[src/hdl/lzss_pkg.sv]
// lzss_pkg: shared types and constants for the lzss window decoder
// token operation codes, queue sizing and the token record passed from
// the front end through the queue to the back end
package lzss_pkg;

    // input command codes as they arrive on the stream
    localparam logic [1:0] CMD_START = 2'd0;
    localparam logic [1:0] CMD_LIT   = 2'd1;
    localparam logic [1:0] CMD_PAIR  = 2'd2;

    // field widths fixed by the token format
    localparam int BYTE_W   = 8;
    localparam int PAIR_W   = 16;
    localparam int LEN_W    = 5;   // copy length 3..18
    localparam int DIST_W   = 13;  // distance 1..4096
    localparam int COUNT_W  = 32;
    localparam int LEN_BIAS = 3;

    // queue between front and back
    localparam int QUEUE_DEPTH = 2;
    localparam int QPTR_W      = 1;
    localparam int QCNT_W      = 2;

    typedef enum logic [1:0] {
        OP_START,
        OP_LIT,
        OP_PAIR
    } op_t;

    typedef struct packed {
        op_t                     op;
        logic [BYTE_W-1:0]       lit;
        logic [LEN_W-1:0]        len;
        logic [DIST_W-1:0]       distance;
        logic                    static_bad; // length or distance beyond limits
    } token_t;

    typedef enum logic {
        BK_IDLE,
        BK_COPY
    } back_state_t;

endpackage

[src/hdl/lzss_front.sv]
// lzss_front: accepts stream transactions and classifies them into tokens
// uses lzss_pkg; feeds lzss_queue
module lzss_front #(
    parameter int HISTORY_DEPTH = 4096,
    parameter int MAX_MATCH     = 18
) (
    input  logic                  s_axis_tvalid,
    output logic                  s_axis_tready,
    input  logic [23:0]           s_axis_tdata,   // literal_byte[7:0], pair_word[23:8]
    input  logic [1:0]            s_axis_tuser,   // cmd[1:0]
    input  logic                  queue_full,
    output logic                  push_valid,
    output lzss_pkg::token_t      push_token
);

    localparam logic [16:0] DEPTH_LIMIT = 17'(HISTORY_DEPTH);
    localparam logic [6:0]  MATCH_LIMIT = 7'(MAX_MATCH);

    logic [lzss_pkg::BYTE_W-1:0] lit_byte;
    logic [lzss_pkg::PAIR_W-1:0] pair_word;
    logic [lzss_pkg::LEN_W-1:0]  len;
    logic [lzss_pkg::DIST_W-1:0] distance;
    logic                        keep;
    lzss_pkg::op_t               op;

    assign lit_byte  = s_axis_tdata[7:0];
    assign pair_word = s_axis_tdata[23:8];

    // length and distance from the back-reference word
    assign len      = {1'b0, pair_word[15:12]} + lzss_pkg::LEN_W'(lzss_pkg::LEN_BIAS);
    assign distance = {1'b0, pair_word[11:0]} + lzss_pkg::DIST_W'(1);

    // command decode, unused code is dropped here
    always_comb
    begin
        keep = 1'b1;
        op   = lzss_pkg::OP_START;
        unique case (s_axis_tuser)
            lzss_pkg::CMD_START: op = lzss_pkg::OP_START;
            lzss_pkg::CMD_LIT:   op = lzss_pkg::OP_LIT;
            lzss_pkg::CMD_PAIR:  op = lzss_pkg::OP_PAIR;
            default:             keep = 1'b0;
        endcase
    end

    // token record into the queue
    always_comb
    begin
        push_token.op         = op;
        push_token.lit        = lit_byte;
        push_token.len        = len;
        push_token.distance   = distance;
        push_token.static_bad = ({4'b0, distance} > DEPTH_LIMIT)
                             || ({2'b0, len} > MATCH_LIMIT);
    end

    assign s_axis_tready = !queue_full;
    assign push_valid    = s_axis_tvalid && !queue_full && keep;

endmodule

[config.mk]
export PLATFORM = sky130hd
export DESIGN_NAME = lzss_front
export DESIGN_NICKNAME = d
export VERILOG_FILES = /design/src/hdl/lzss_pkg.sv /design/src/hdl/lzss_front.sv
export SDC_FILE = /design/constraint.sdc
export NUM_CORES = 1
export LEC_CHECK = 0
export ABC_AREA = 1
export BUFFER_PORTS_ARGS = -buffer_cell sky130_fd_sc_hd__buf_2
export CAP_MARGIN = 15
export CELL_PAD_IN_SITES_DETAIL_PLACEMENT = 1
export CELL_PAD_IN_SITES_GLOBAL_PLACEMENT = 1
export CORE_MARGIN = 5
export CORE_UTILIZATION = 18
export DETAILED_ROUTE_END_ITERATION = 10
export GPL_TIMING_DRIVEN = 0
export PLACE_DENSITY_LB_ADDON = 0.3
export RECOVER_POWER = 25
export SLEW_MARGIN = 20
export SYNTH_ARGS = -nofsm -noshare
export SYNTH_HDL_FRONTEND = slang
export SYNTH_SLANG_ARGS = --single-unit
[constraint.sdc]
create_clock -name vclk -period 0.97
set_clock_uncertainty 0.2 [all_clocks]
set_input_delay 0.0485 -clock vclk [all_inputs]
set_output_delay 0.0485 -clock vclk [all_outputs]
set_load 0.02 [all_outputs]
==> impl_metrics.toml, run 1 <==
[clock_network]
hold_buffers = 0

[logic_synthesis]
synthTopCellsByCount = "nand2_1 (21), inv_1 (12), nor2_1 (9), buf_4 (8), nand2_2 (5)"
synth_fp_nets = 117
synth.distinct_cells = 22
yosysMostFrequentCell = "nand2_1"
synth.avg_cell_area_um2 = 5.76
synth_area_leaders = "nand2_1 (16%), buf_4 (12%), inv_1 (9.1%)"
syn_inst = 86
ys_warn_count = 0
yosys.area.top_type = "nand2_1"
synthesis.area_um2 = 495
yosysSeqAreaShare_pct = 0
synth_top_area_share_pct = 15.9

[setup_path]
path_class = "input pin to output port"
cp-startpoint = "s_axis_tdata[9]"
crit_path_max_fanout = 5
worstPathArrival_ns = 1.05
worst_setup_path_end_kind = "output port"
worstPathRequired_ns = 0.72
start_kind = "input pin"

[placement]
io_buffers = 51
post-place-cells = 168
dp_hpwl_mm = 1.76
gp_congestion = 0.676

[worst_hold_path]
hold_end = "push_token[25]"
hold_path_depth = 2
hold_class = "input pin to output port"
hp-start = "s_axis_tdata[6]"

[timing]
clock.fmax_mhz = 771
finalSetupViolCount = 14
layout_min_cycle_time_ns = 1.30
hold_violations = 0
slew_violations = 0
setup_slack_ns = -0.328
slew_headroom_pct = 83.3
setup_tns_ns = -1.79
worst-slew-pin-transition_ns = 0.252
fin_crit_sh_pct = 134
rsz0062_at_grt = "yes"

[drt]
drcViolationCount = 0
finalWirelength_mm = 2.17
vias = 766
wire_per_inst_um = 12.1
ant_nets = 0
viasPerCell = 4.28
drtIter0Drc = 1
dr.pass1.iters = 2

[power]
p_leak_uw = 0.000645
p_per_area_nw_per_um2 = 480
irDropWorstVdd_uv = 274

[finish]
multi_input_area_um2 = 591
num-fill-cells = 339
nets = 181
layout-drive-gt1-share_pct = 71.6
n_sequential_cell = 0
diodes = 0
layout.cells.non_filler = 179
seqCellArea_um2 = 0
syn2layout_area_growth_pct = 151
final_core_util_pct = 46.3
clockBufferCount = 0

[die]
fp.dieArea_um2 = 3900
fp.dieH_um = 62.5
start_util_pct = 18.4
io_pins = 59
coreArea_um2 = 2690
fp-row-count = 19
die_x_um = 62.5

[grt]
grt_max_degree = 6
antenna_found_initial = 0
grt_use_met2_pct = 20.1
gr-total-overflow = 0
grt_usage_pct = 9.75
grt_pass1_wl_mm = 3.35
busiest_layer = "met2"
grt_pass1_vias = 776
grt_util_met1_pct = 10.4
grt_use_met3_pct = 2.16

[flow_run]
drv_cap = 0

[run_status]
run_status = "finished, violations left"
violations = "setup timing"
## cells in the final DEF (no fill, tap or decap), drive strengths merged
cell type  count
clkbuf         5
a21oi          2
nand3b         1
nand4          2
clkinvlp       2
nand2         26
buf           65
nand3          6
inv           11
nor3           2
ha             3
xnor2          4
nor2          13
xor2           2
o21bai         1
o21ai          2
nor4           1
## critical path, cell delays in order
cell and delay [ns]:
buf_8 0.08, ha_4 0.14, nand2_4 0.05, nor2_4 0.12, nand2_1 0.07, nand2_1 0.08
nand2_2 0.06, nor2_2 0.07, nand2_1 0.06, nand2_1 0.07, nand2_2 0.05, buf_6 0.13
## stage by stage
stage               power, µW  setup slack, ns  instance area, µm²  hold slack, ns
detailed placement        447           -0.530                 901           0.118
finish                    597           -0.328                1240           0.115
floorplan                 281           -0.260                 607         -0.0370
CTS                       543           -0.337                1120           0.118
global placement          437           -0.490                 901           0.118
global route              643           -0.421                1240           0.127
## area by class of cell
class              count  share of cell area, %
repair buffers        62                   40.0
plain buffers          8                   4.83
well taps             31                   3.12
multi-input cells     65                   47.5
inverters             13                   4.53
## per-layer routing
layer  routed length, µm  share of wire (%)  vias to the layer above
met5                   0                  0                        -
met3                 177                8.1                        0
met4                   0                  0                        0
met2                1260                 58                       32
met1                 740                 34                      350
li1                    -                  -                      384
## where the power goes
part / internal [µW] / switching, µW
registers: 0 / 0
logic: 284 / 313
clock network: 0 / 0
total: 284 / 313
## cell families (layout without fill, tap and decap cells)
group	count (synthesis)	in the layout	synth area share, %
AOI/OAI and AO/OA	5	5	5.55
xor gates and xnor gates	6	6	10.6
adders and majority gates	3	3	7.58
buffers and inverters	21	83	22.0
and+or+nand+nor	51	51	54.3
## worst max-delay path by stage
stage                    end  slack, ns
2_1_floorplan  push_token[0]      -0.26
3_5_place_dp   push_token[0]      -0.53
3_3_place_gp   push_token[0]      -0.49
6_report       push_token[0]      -0.33
5_1_grt        push_token[0]      -0.42
4_1_cts        push_token[0]      -0.34
## what timing repair did
action                     CTS  global route
resized for setup           48            27
pin swaps                   21            17
setup endpoints to repair   15            15
gates cloned                 0             0
setup buffers                8             5
Power figures use the tool's default switching activity.
==> run 2: changes to the inputs <==
GPL_TIMING_DRIVEN = not set   (was 0)
==> run 2 against run 1 <==
Against the previous run: the flow still finishes with violations (setup timing); global-route usage is 2.1 points higher; flip-flop and latch count unchanged; hold slack better by 0.054 ns; design area rose by 11%; first-iteration DRC count rose to 10 times the previous value; power increased by 9.7%; critical path type unchanged; non-clock buffer count rose by 10; clock-buffer cell count unchanged; utilization is 4.9 points higher.
==> impl_metrics.toml, run 2 (same netlist as run 1, synthesis figures left out) <==
[placement]
post-place-cells = 175
gp_congestion = 0.701
placed_cell_area_um2 = 973
io_buffers = 43
dp_hpwl_mm = 1.81

[power]
p_per_area_nw_per_um2 = 476
p_leak_uw = 0.000707
irDropWorstVdd_uv = 240

[finish]
seqCellArea_um2 = 0
nets = 191
clockBufferCount = 0
most-common-layout-cells = "buf_6 (28), buf_4 (22), buf_2 (16)"
layout.cells.non_filler = 189
layout-drive-gt1-share_pct = 69.0
final_area_um2 = 1380
layout_commonest_cell = "buf_6"
syn2layout_area_growth_pct = 178
diodes = 0
n_sequential_cell = 0
final_core_util_pct = 51.2

[die]
fp.dieArea_um2 = 3900
fp-row-count = 19
start_util_pct = 18.4
io_pins = 59
coreArea_um2 = 2690
fp.dieH_um = 62.5
die_x_um = 62.5

[drt]
wl_met2_mm = 1.42
dr.pass1.iters = 3
vias = 822
routed-wl-met3_um = 158
viasPerCell = 4.35
ant_nets = 0
finalWirelength_mm = 2.42
wl_met1_um = 837
wire_per_inst_um = 12.8
dr.max_layer_used = "met3"
drcViolationCount = 0
drtIter0Drc = 10

[timing]
clock.fmax_mhz = 750
fin_crit_sh_pct = 138
worst-slew-pin-transition_ns = 0.308
layout_min_cycle_time_ns = 1.33
setup_slack_ns = -0.364
hold_violations = 0
finalSetupViolCount = 14
slew_headroom_pct = 79.3
slew_violations = 0
rsz0062_at_grt = "yes"

[setup_path]
start_kind = "input pin"
worstPathRequired_ns = 0.72
crit_path_max_fanout = 5
path_class = "input pin to output port"
worst_setup_path_end_kind = "output port"
worstPathArrival_ns = 1.09

[grt]
grt_usage_pct = 11.9
antenna_found_initial = 0
grt_max_degree = 6
grt_pass1_wl_mm = 4.06
gr-total-overflow = 0
grt_pass1_vias = 904

[run_status]
run_status = "finished, violations left"
violations = "setup timing"

[flow_run]
drv_cap = 0

[worst_hold_path]
hold_class = "input pin to output port"
run 2: area by class of cell:
type	instances	area, µm²
inverter	13	56.3
multi-input combinational	65	584
timing repair buffer	80	697
tap	31	38.8
fill	333	1310
run 2: report_power, final:
part	total (µW)	internal, µW	switching, µW
combinational	655	330	325
sequential	0	0	0
clock	0	0	0
total	655	330	325
run 2: worst max-delay path, stage by stage:
cell and delay [ns]:
buf_8 0.08, buf_6 0.09, clkinvlp_4 0.09, nor2_4 0.16
nand3_2 0.10, nand2_2 0.07, nand2_2 0.06, nor2_2 0.10
nand2_1 0.06, nand2_1 0.06, nand2_2 0.05, buf_6 0.12
run 2: routing by layer:
metal / up-vias / global-route usage [%]
met5: - / 0
met4: 0 / 0
met3: 0 / 1.80
met2: 32 / 24.7
met1: 382 / 13.0
li1: 408 / -
run 2: worst paths after layout:
kind	endpoint	depth (start not counted)	start
min	s_axis_tready	3	queue_full
max	push_token[0]	12	s_axis_tdata[8]
run 2: what timing repair did:
action                                 in CTS  in global routing
endpoints found under the hold margin       8                  0
setup endpoints to repair                  15                 17
hold buffers                                8                  0
pin swaps                                  23                 19
setup buffers                               7                  6
gates resized for setup                    66                 17
run 2: metrics by stage:
stage,setup TNS (ns),hold WS (ns),power (µW),setup slack (ns)
floorplan,-0.376,-0.0370,281,-0.260
global placement,-3.35,-0.103,439,-0.445
detailed placement,-3.76,-0.103,451,-0.475
CTS,-2.74,0.156,632,-0.370
global route,-3.49,0.189,700,-0.488
finish,-2.63,0.169,655,-0.364
