## src/hdl/lzss_pkg.sv

```systemverilog
// lzss_pkg: shared types and constants for the lzss window decoder
// token operation codes, queue sizing and the token record passed from
// the front end through the queue to the back end
package lzss_pkg;

    // input command codes as they arrive on the stream
    localparam logic [1:0] CMD_START = 2'd0;
    localparam logic [1:0] CMD_LIT   = 2'd1;
    localparam logic [1:0] CMD_PAIR  = 2'd2;

    // field widths fixed by the token format
    localparam int BYTE_W   = 8;
    localparam int PAIR_W   = 16;
    localparam int LEN_W    = 5;   // copy length 3..18
    localparam int DIST_W   = 13;  // distance 1..4096
    localparam int COUNT_W  = 32;
    localparam int LEN_BIAS = 3;

    // queue between front and back
    localparam int QUEUE_DEPTH = 2;
    localparam int QPTR_W      = 1;
    localparam int QCNT_W      = 2;

    typedef enum logic [1:0] {
        OP_START,
        OP_LIT,
        OP_PAIR
    } op_t;

    typedef struct packed {
        op_t                     op;
        logic [BYTE_W-1:0]       lit;
        logic [LEN_W-1:0]        len;
        logic [DIST_W-1:0]       distance;
        logic                    static_bad; // length or distance beyond limits
    } token_t;

    typedef enum logic {
        BK_IDLE,
        BK_COPY
    } back_state_t;

endpackage

```

## src/hdl/lzss_queue.sv

```systemverilog
// lzss_queue: short token queue between the front and back ends
// uses lzss_pkg token record
module lzss_queue (
    input  logic             clk,
    input  logic             rst_n,
    input  logic             push,
    input  lzss_pkg::token_t push_token,
    output logic             full,
    input  logic             pop,
    output logic             pop_valid,
    output lzss_pkg::token_t pop_token
);

    lzss_pkg::token_t             entries_reg [lzss_pkg::QUEUE_DEPTH];
    logic [lzss_pkg::QPTR_W-1:0]  wr_ptr_reg, wr_ptr_next;
    logic [lzss_pkg::QPTR_W-1:0]  rd_ptr_reg, rd_ptr_next;
    logic [lzss_pkg::QCNT_W-1:0]  count_reg, count_next;
    logic                         do_push;
    logic                         do_pop;

    assign full      = (count_reg == lzss_pkg::QCNT_W'(lzss_pkg::QUEUE_DEPTH));
    assign pop_valid = (count_reg != '0);
    assign pop_token = entries_reg[rd_ptr_reg];
    assign do_push   = push && !full;
    assign do_pop    = pop && pop_valid;

    // pointer and fill count update
    always_comb
    begin
        wr_ptr_next = do_push ? wr_ptr_reg + 1'b1 : wr_ptr_reg;
        rd_ptr_next = do_pop ? rd_ptr_reg + 1'b1 : rd_ptr_reg;
        count_next  = count_reg;
        if (do_push && !do_pop)
        begin
            count_next = count_reg + 1'b1;
        end
        else if (do_pop && !do_push)
        begin
            count_next = count_reg - 1'b1;
        end
    end

    always_ff @(posedge clk or negedge rst_n)
    begin
        if (!rst_n)
        begin
            wr_ptr_reg <= '0;
            rd_ptr_reg <= '0;
            count_reg  <= '0;
        end
        else
        begin
            wr_ptr_reg <= wr_ptr_next;
            rd_ptr_reg <= rd_ptr_next;
            count_reg  <= count_next;
        end
    end

    // token storage
    always_ff @(posedge clk)
    begin
        if (do_push)
        begin
            entries_reg[wr_ptr_reg] <= push_token;
        end
    end

endmodule

```

## config.mk

```make
export PLATFORM = sky130hd
export DESIGN_NAME = lzss_queue
export DESIGN_NICKNAME = d
export VERILOG_FILES = /design/src/hdl/lzss_pkg.sv /design/src/hdl/lzss_queue.sv
export SDC_FILE = /design/constraint.sdc
export NUM_CORES = 1
export LEC_CHECK = 0
export ABC_AREA = 1
export BUFFER_PORTS_ARGS = -buffer_cell sky130_fd_sc_hd__buf_2
export CAP_MARGIN = 25
export CORE_MARGIN = 2
export CORE_UTILIZATION = 55
export CTS_CLUSTER_DIAMETER = 80
export CTS_CLUSTER_SIZE = 14
export DETAILED_ROUTE_END_ITERATION = 6
export GPL_TIMING_DRIVEN = 0
export PLACE_DENSITY = 0.9
export RECOVER_POWER = 25
export SLEW_MARGIN = 20
export SYNTH_ARGS = -nofsm -noshare
export SYNTH_HDL_FRONTEND = slang
export SYNTH_SLANG_ARGS = --single-unit
```

## constraint.sdc

```tcl
create_clock -name clk -period 4.37 [get_ports clk]
set_input_delay 0 -clock clk [delete_from_list [all_inputs] [get_ports clk]]
set_output_delay 0 -clock clk [all_outputs]
set_load 0.01 [all_outputs]
```

==> impl_metrics.env, run 1 <==
export IMPL_synth_top_family_by_area="simple AND/OR/NAND/NOR gates"
export IMPL_crit_top_cell="inv_1"
export IMPL_crit_fanout=16
export IMPL_max_cap_viol_count=0
export IMPL_port_buffers=63
export IMPL_dp_cells=298
export IMPL_slew_violations=0
export IMPL_fmax_ghz=0.570
export IMPL_routedWlPerCell_um=15.0
export IMPL_finalSetupTns_ps=0
export IMPL_cp_arrival_ps=1780
export IMPL_final_cell_count_no_fill=345
export IMPL_vias=1763
export IMPL_grt_ovfl_total=0
export IMPL_slowest_stage="inv_1"
export IMPL_core_um2=4060
export IMPL_ys_warn_count=0
export IMPL_post_route_util_pct=79.8
export IMPL_htree_levels=3
export IMPL_antenna_cells=0
export IMPL_nets=324
export IMPL_post_route_period_util_pct=40.2
export IMPL_end_kind="register"
export IMPL_drive_gt1_share_pct=28.1
export IMPL_layout_common_cells="nand2_1 (95), buf_2 (60), edfxtp_1 (58)"
export IMPL_netlist_instances=183
export IMPL_leakagePower_nw=1.42
export IMPL_tightest_slew_ps=657
export IMPL_cpLargestDelayFamily="buffers and inverters"
export IMPL_cts_made_buffers=9
export IMPL_clk_pin_slew_ps=60
export IMPL_r2r_slack_ps=2620
export IMPL_io_pins=64
export IMPL_hold_end="wr_ptr_reg"
export IMPL_rr_worst_depth=6
export IMPL_grt_pass1_vias=1820
export IMPL_postCtsSetupBuffers=0
export IMPL_synthMuxAreaShare_pct=0
export IMPL_synthesis_area_um2=2340
export IMPL_grt_usage_pct=23.1
export IMPL_reg2reg_from="count_reg[1]"
export IMPL_antenna_found_initial=0
export IMPL_status="finished, final reports clean"
export IMPL_crit_type="register to register"
export IMPL_yosys_area_share_adder_pct=0.534
export IMPL_area_growth_syn_to_layout_pct=38.3
export IMPL_cts_root_buffer="clkbuf_8"
export IMPL_drc=0
export IMPL_die_y_um=69.2
export IMPL_clkLatencyLatePin_ps=320
export IMPL_ant_nets=0
export IMPL_critPathRequiredTime_ps=4400
export IMPL_finalSetupViolations=0
export IMPL_finClkSkew_ps=6.98
export IMPL_cts_path_max_buffers=2
export IMPL_ys_seq_area_share_pct=78.7
export IMPL_period_minus_slack_ps=1750
export IMPL_rsz0062_at_grt="false"
export IMPL_synthXorXnorAreaFrac_pct=0.374
export IMPL_cpPeakStageDelay_ps=480
export IMPL_cts_tree="built"
export IMPL_worstHoldPathType="primary input to register"
export IMPL_grt_max_degree=17
export IMPL_min_path_cells=5
export IMPL_cts_sinks=62
export IMPL_r2r_end="entries_reg[0][4]"
export IMPL_grt_pass1_wl_um=8260
export IMPL_final_common_cell="nand2_1"
export IMPL_floorplan_initialDensity_pct=57.7
export IMPL_hold_viol=0
export IMPL_synth_area_per_cell_um2=12.8
export IMPL_crit_buf_inv=3
export IMPL_finalWeightedCongestion=0.810
export IMPL_drt_iter0_markers=102
export IMPL_largest_reg_flops=58
export IMPL_hpwlAfterDp_um=2960
export IMPL_max_slew_margin_pct=56.2
export IMPL_power_density_nw_per_um2=616
export IMPL_start_kind="register"
export IMPL_hold_path_startpoint="push"
export IMPL_ys_ff_latch=62
export IMPL_num_rows=23
export IMPL_fp_dieArea_um2=4790
export IMPL_crit_chain="inv_1 > nor2_2 > nor2_4 > nand2_2 > inv_1 > buf_16"
export IMPL_detail_route_vias_per_cell=5.11
export IMPL_die_w_um=69.2
export IMPL_synth_cell_types=15
export IMPL_synth_fp_nets=217
export IMPL_synth_compound_area_share_pct=0.214
export IMPL_ir_worst_vdd_mv=0.488
export IMPL_first_pass_iters=4
export IMPL_synth_simple_area_share_pct=17.6
export IMPL_drt_total_wl_um=5180
-- through the flow --
stage | hold slack, ps | total power [mW] | worst slack [ps] | area, µm²
3_5_place_dp | -184 | 1.57 | 2580 | 2780
4_1_cts | 3.55 | 1.99 | 2570 | 3250
2_1_floorplan | -296 | 1.26 | 2130 | 2340
5_1_grt | 60.9 | 2.11 | 2470 | 3240
3_3_place_gp | -191 | 1.49 | 1510 | 2720
6_report | 40.4 | 2.00 | 2620 | 3240
-- where the power goes --
part	internal (mW)	switching, mW
Combinational	0.270	0.457
Clock	0.201	0.206
Sequential	0.813	0.0486
Total	1.28	0.711
-- cells by family after synthesis --
group,after synthesis
AO/OA/AOI/OAI,1
XOR/XNOR,1
adder cells (fa/ha/maj),1
buffers and inverters,14
flip-flops,62
AND/OR/NAND/NOR,104
-- layer usage --
metal | GRT usage, % | share of wire, % | up-vias | wire [µm]
met1 | 25.4 | 36 | 837 | 1890
li1 | - | - | 824 | -
met5 | 0 | 0 | - | 0
met4 | 10.9 | 2.9 | 0 | 148
met2 | 41.2 | 54 | 86 | 2800
met3 | 6.40 | 6.6 | 16 | 341
-- Yosys cell counts --
master | count | area, µm²
nand2_1 | 95 | 357
edfxtp_1 | 58 | 1740
buf_2 | 6 | 30.0
inv_1 | 6 | 22.5
dfrtp_1 | 4 | 100
nand2_2 | 3 | 18.8
inv_2 | 2 | 7.51
nand3_1 | 2 | 10.0
ha_1 | 1 | 12.5
nand4_1 | 1 | 6.26
nor2_1 | 1 | 3.75
nor2_2 | 1 | 6.26
nor2_4 | 1 | 11.3
o21ai_0 | 1 | 5.00
xnor2_1 | 1 | 8.76
-- final cells by class --
type                       count  area, µm²
multi-input combinational    107        447
clock inverter                 5       26.3
sequential                    62       1840
tap                           50       62.6
clock buffer                  11        131
buffer                         6       30.0
timing repair buffer          96        669
fill                         229        820
inverter                       8       30.0
-- how the worst max path moves through the flow --
stage	start	slack (ps)	end	cells past startpoint
3_5_place_dp	count_reg[1]	2580	entries_reg[0][19]	6
6_report	count_reg[1]	2620	entries_reg[0][4]	6
3_3_place_gp	count_reg[1]	1510	entries_reg[1][20]	3
2_1_floorplan	count_reg[1]	2130	entries_reg[1][0]	3
4_1_cts	count_reg[1]	2570	entries_reg[0][4]	6
5_1_grt	count_reg[1]	2470	entries_reg[0][20]	6
-- worst reg2reg max path, delay by kind of cell, from the launching register on --
kind                   cells  cell delay [ps]
buffers and inverters      3              850
flip-flops                 1              380
AND/OR/NAND/NOR            3              230
-- repair_timing --
action,in CTS,in global routing
hold endpoints to repair,63,0
hold buffers,31,0
resized for setup,0,0
Note: power is estimated with default switching activity, not from simulation.
==> inputs of run 2 (changes only) <==
- CORE_UTILIZATION: 55 -> 46
- PLACE_DENSITY: 0.9 -> 0.81
- clock period: 4.37 -> 1.5 ns (I/O delays scaled with it)
==> run 2 against run 1 <==
Net effect: cell count grew 5.5%; sequential share of layout area fell by 1.5 points; critical path depth decreased by 2; critical endpoint is now entries_reg[0][6].
==> impl_metrics.env, run 2 (synthesized netlist as in run 1, its figures left out) <==
export IMPL_finalWeightedCongestion=0.649
export IMPL_finalSetupViolations=0
export IMPL_ant_nets=0
export IMPL_drt_iter0_markers=101
export IMPL_design_area_um2=3330
export IMPL_crit_fanout=15
export IMPL_wl_met2_um=2590
export IMPL_drive_gt1_share_pct=30.0
export IMPL_port_buffers=63
export IMPL_antenna_cells=0
export IMPL_leakagePower_nw=1.44
export IMPL_grt_max_degree=16
export IMPL_dp_cells=313
export IMPL_n_fill_cell=356
export IMPL_routedWlPerCell_um=13.1
export IMPL_fp_dieArea_um2=5680
export IMPL_grt_usage_pct=18.3
export IMPL_die_y_um=75.3
export IMPL_regArea_um2=1840
export IMPL_num_rows=25
export IMPL_reg2reg_from="count_reg[0]"
export IMPL_seqPwrFrac_pct=41.0
export IMPL_post_route_util_pct=69.1
export IMPL_crit_chain="nor2_4 > nor2_4 > nand2_4 > clkinvlp_4"
export IMPL_switchingPower_mw=2.08
export IMPL_power_frac_clock_pct=25.0
export IMPL_post_dp_cell_area_um2=2760
export IMPL_drt_met1_wl_um=1900
export IMPL_status="finished, final reports clean"
export IMPL_post_route_period_util_pct=95.5
export IMPL_r2r_slack_ps=70
export IMPL_cts_made_buffers=9
export IMPL_period_minus_slack_ps=1430
export IMPL_final_common_cell="nand2_1"
export IMPL_cpPeakStageDelay_ps=470
export IMPL_top_layer="met4"
export IMPL_htree_levels=3
export IMPL_cts_sinks=62
export IMPL_grt_ovfl_total=0
export IMPL_cts_tree="built"
export IMPL_finClkSkew_ps=6.42
export IMPL_ir_worst_vdd_mv=1.44
export IMPL_area_growth_syn_to_layout_pct=42.1
export IMPL_core_um2=4820
export IMPL_slowest_stage="dfrtp_2"
export IMPL_rr_worst_depth=4
export IMPL_start_kind="register"
export IMPL_drt_total_wl_um=4770
export IMPL_detail_route_vias_per_cell=4.51
export IMPL_nets=326
export IMPL_largest_reg_flops=58
export IMPL_antenna_found_initial=0
export IMPL_power_density_nw_per_um2=1840
export IMPL_combPwrFrac_pct=33.9
export IMPL_max_cap_viol_count=0
export IMPL_critPathRequiredTime_ps=1470
export IMPL_die_w_um=75.3
export IMPL_hold_end="wr_ptr_reg"
export IMPL_cts_path_max_buffers=2
export IMPL_crit_buf_inv=1
export IMPL_netSwitchingFraction_pct=33.9
export IMPL_drc=0
export IMPL_rsz0062_at_grt="false"
export IMPL_max_slew_margin_pct=71.1
export IMPL_clk_pin_slew_ps=60
export IMPL_hold_viol=0
export IMPL_min_path_cells=4
export IMPL_hpwlAfterDp_um=2500
export IMPL_r2r_end="entries_reg[0][6]"
export IMPL_tightest_slew_ps=433
export IMPL_clkLatencyLatePin_ps=330
export IMPL_cp_arrival_ps=1400
export IMPL_fmax_ghz=0.698
export IMPL_multi_input_area_um2=472
export IMPL_intPower_mw=4.05
export IMPL_first_pass_iters=4
export IMPL_end_kind="register"
export IMPL_hold_path_startpoint="push"
export IMPL_grt_pass1_vias=1543
export IMPL_grt_pass1_wl_um=6990
export IMPL_cpLargestDelayFamily="flip-flops"
export IMPL_worstHoldPathType="primary input to register"
export IMPL_crit_type="register to register"
export IMPL_io_pins=64
export IMPL_hold_ws_ps=56.6
export IMPL_vias=1641
export IMPL_final_cell_count_no_fill=364
export IMPL_cts_root_buffer="clkbuf_8"
export IMPL_slew_violations=0
export IMPL_crit_top_cell="nor2_4"
export IMPL_route_met3_wl_um=229
export IMPL_layout_common_cells="nand2_1 (95), buf_2 (60), edfxtp_1 (58)"
export IMPL_floorplan_initialDensity_pct=48.6
-- run 2: cell types whose count changed in the layout (fill, tap and decap cells not counted), moves of 2 or more --
cell / change
buf_16: -2
bufinv_16: +2
clkbuf_1: -2
clkinv_2: -2
clkinvlp_4: +2
inv_1: -2
nor2_4: +2
-- run 2: timing repair --
action	in CTS	in global routing
hold buffers	32	0
resized for setup	7	0
endpoints found under the setup margin	58	15
gates cloned	2	0
pin swaps	1	1
buffers inserted	0	1
hold endpoints to repair	63	0
-- run 2: stage by stage --
step	setup TNS, ps	setup slack [ps]	total power, mW
finish	0	67.7	6.13
global route	0	0.354	6.54
CTS	0	52.0	6.14
detailed placement	-15760	-320	4.45
global placement	-14540	-289	4.40
floorplan	-1050	-36.1	3.71
-- run 2: tightest hold or removal path, delay by kind of cell --
| family | cells | cell delay [ps] |
|---|---|---|
| simple gates | 2 | 130 |
| compound gates | 1 | 110 |
| buf+inv | 1 | 100 |
-- run 2: layout make-up --
type	instances	area share (%)
clock inverters	7	2.67
multi-input cells	108	14.2
clock buffers	9	3.72
repair inverters	1	0.226
repair buffers	96	19.4
inverters	8	1.02
plain buffers	6	0.903
well taps	67	2.52
flip-flops and latches	62	55.4
-- run 2: routing by layer --
metal | vias to the layer above | global-route usage, %
met3 | 4 | 7.14
li1 | 832 | -
met5 | - | 0
met2 | 56 | 31.3
met4 | 0 | 8.77
met1 | 749 | 20.0
-- run 2: power groups by stage --
stage	combinational [mW]	sequential, mW	clock (mW)
final	2.08	2.51	1.53
after global routing	2.34	2.54	1.65
after CTS	2.06	2.51	1.57
after detailed placement	1.91	2.54	0
after global placement	1.88	2.52	0
after floorplan	1.21	2.50	0
-- run 2: worst max-delay path by stage --
stage	cells past startpoint	to	startpoint
final	4	entries_reg[0][6]	count_reg[0]
after global routing	4	entries_reg[0][22]	count_reg[0]
after CTS	4	entries_reg[0][23]	count_reg[0]
after detailed placement	3	entries_reg[1][27]	count_reg[1]
after global placement	3	entries_reg[1][19]	count_reg[1]
after floorplan	3	entries_reg[1][0]	count_reg[1]
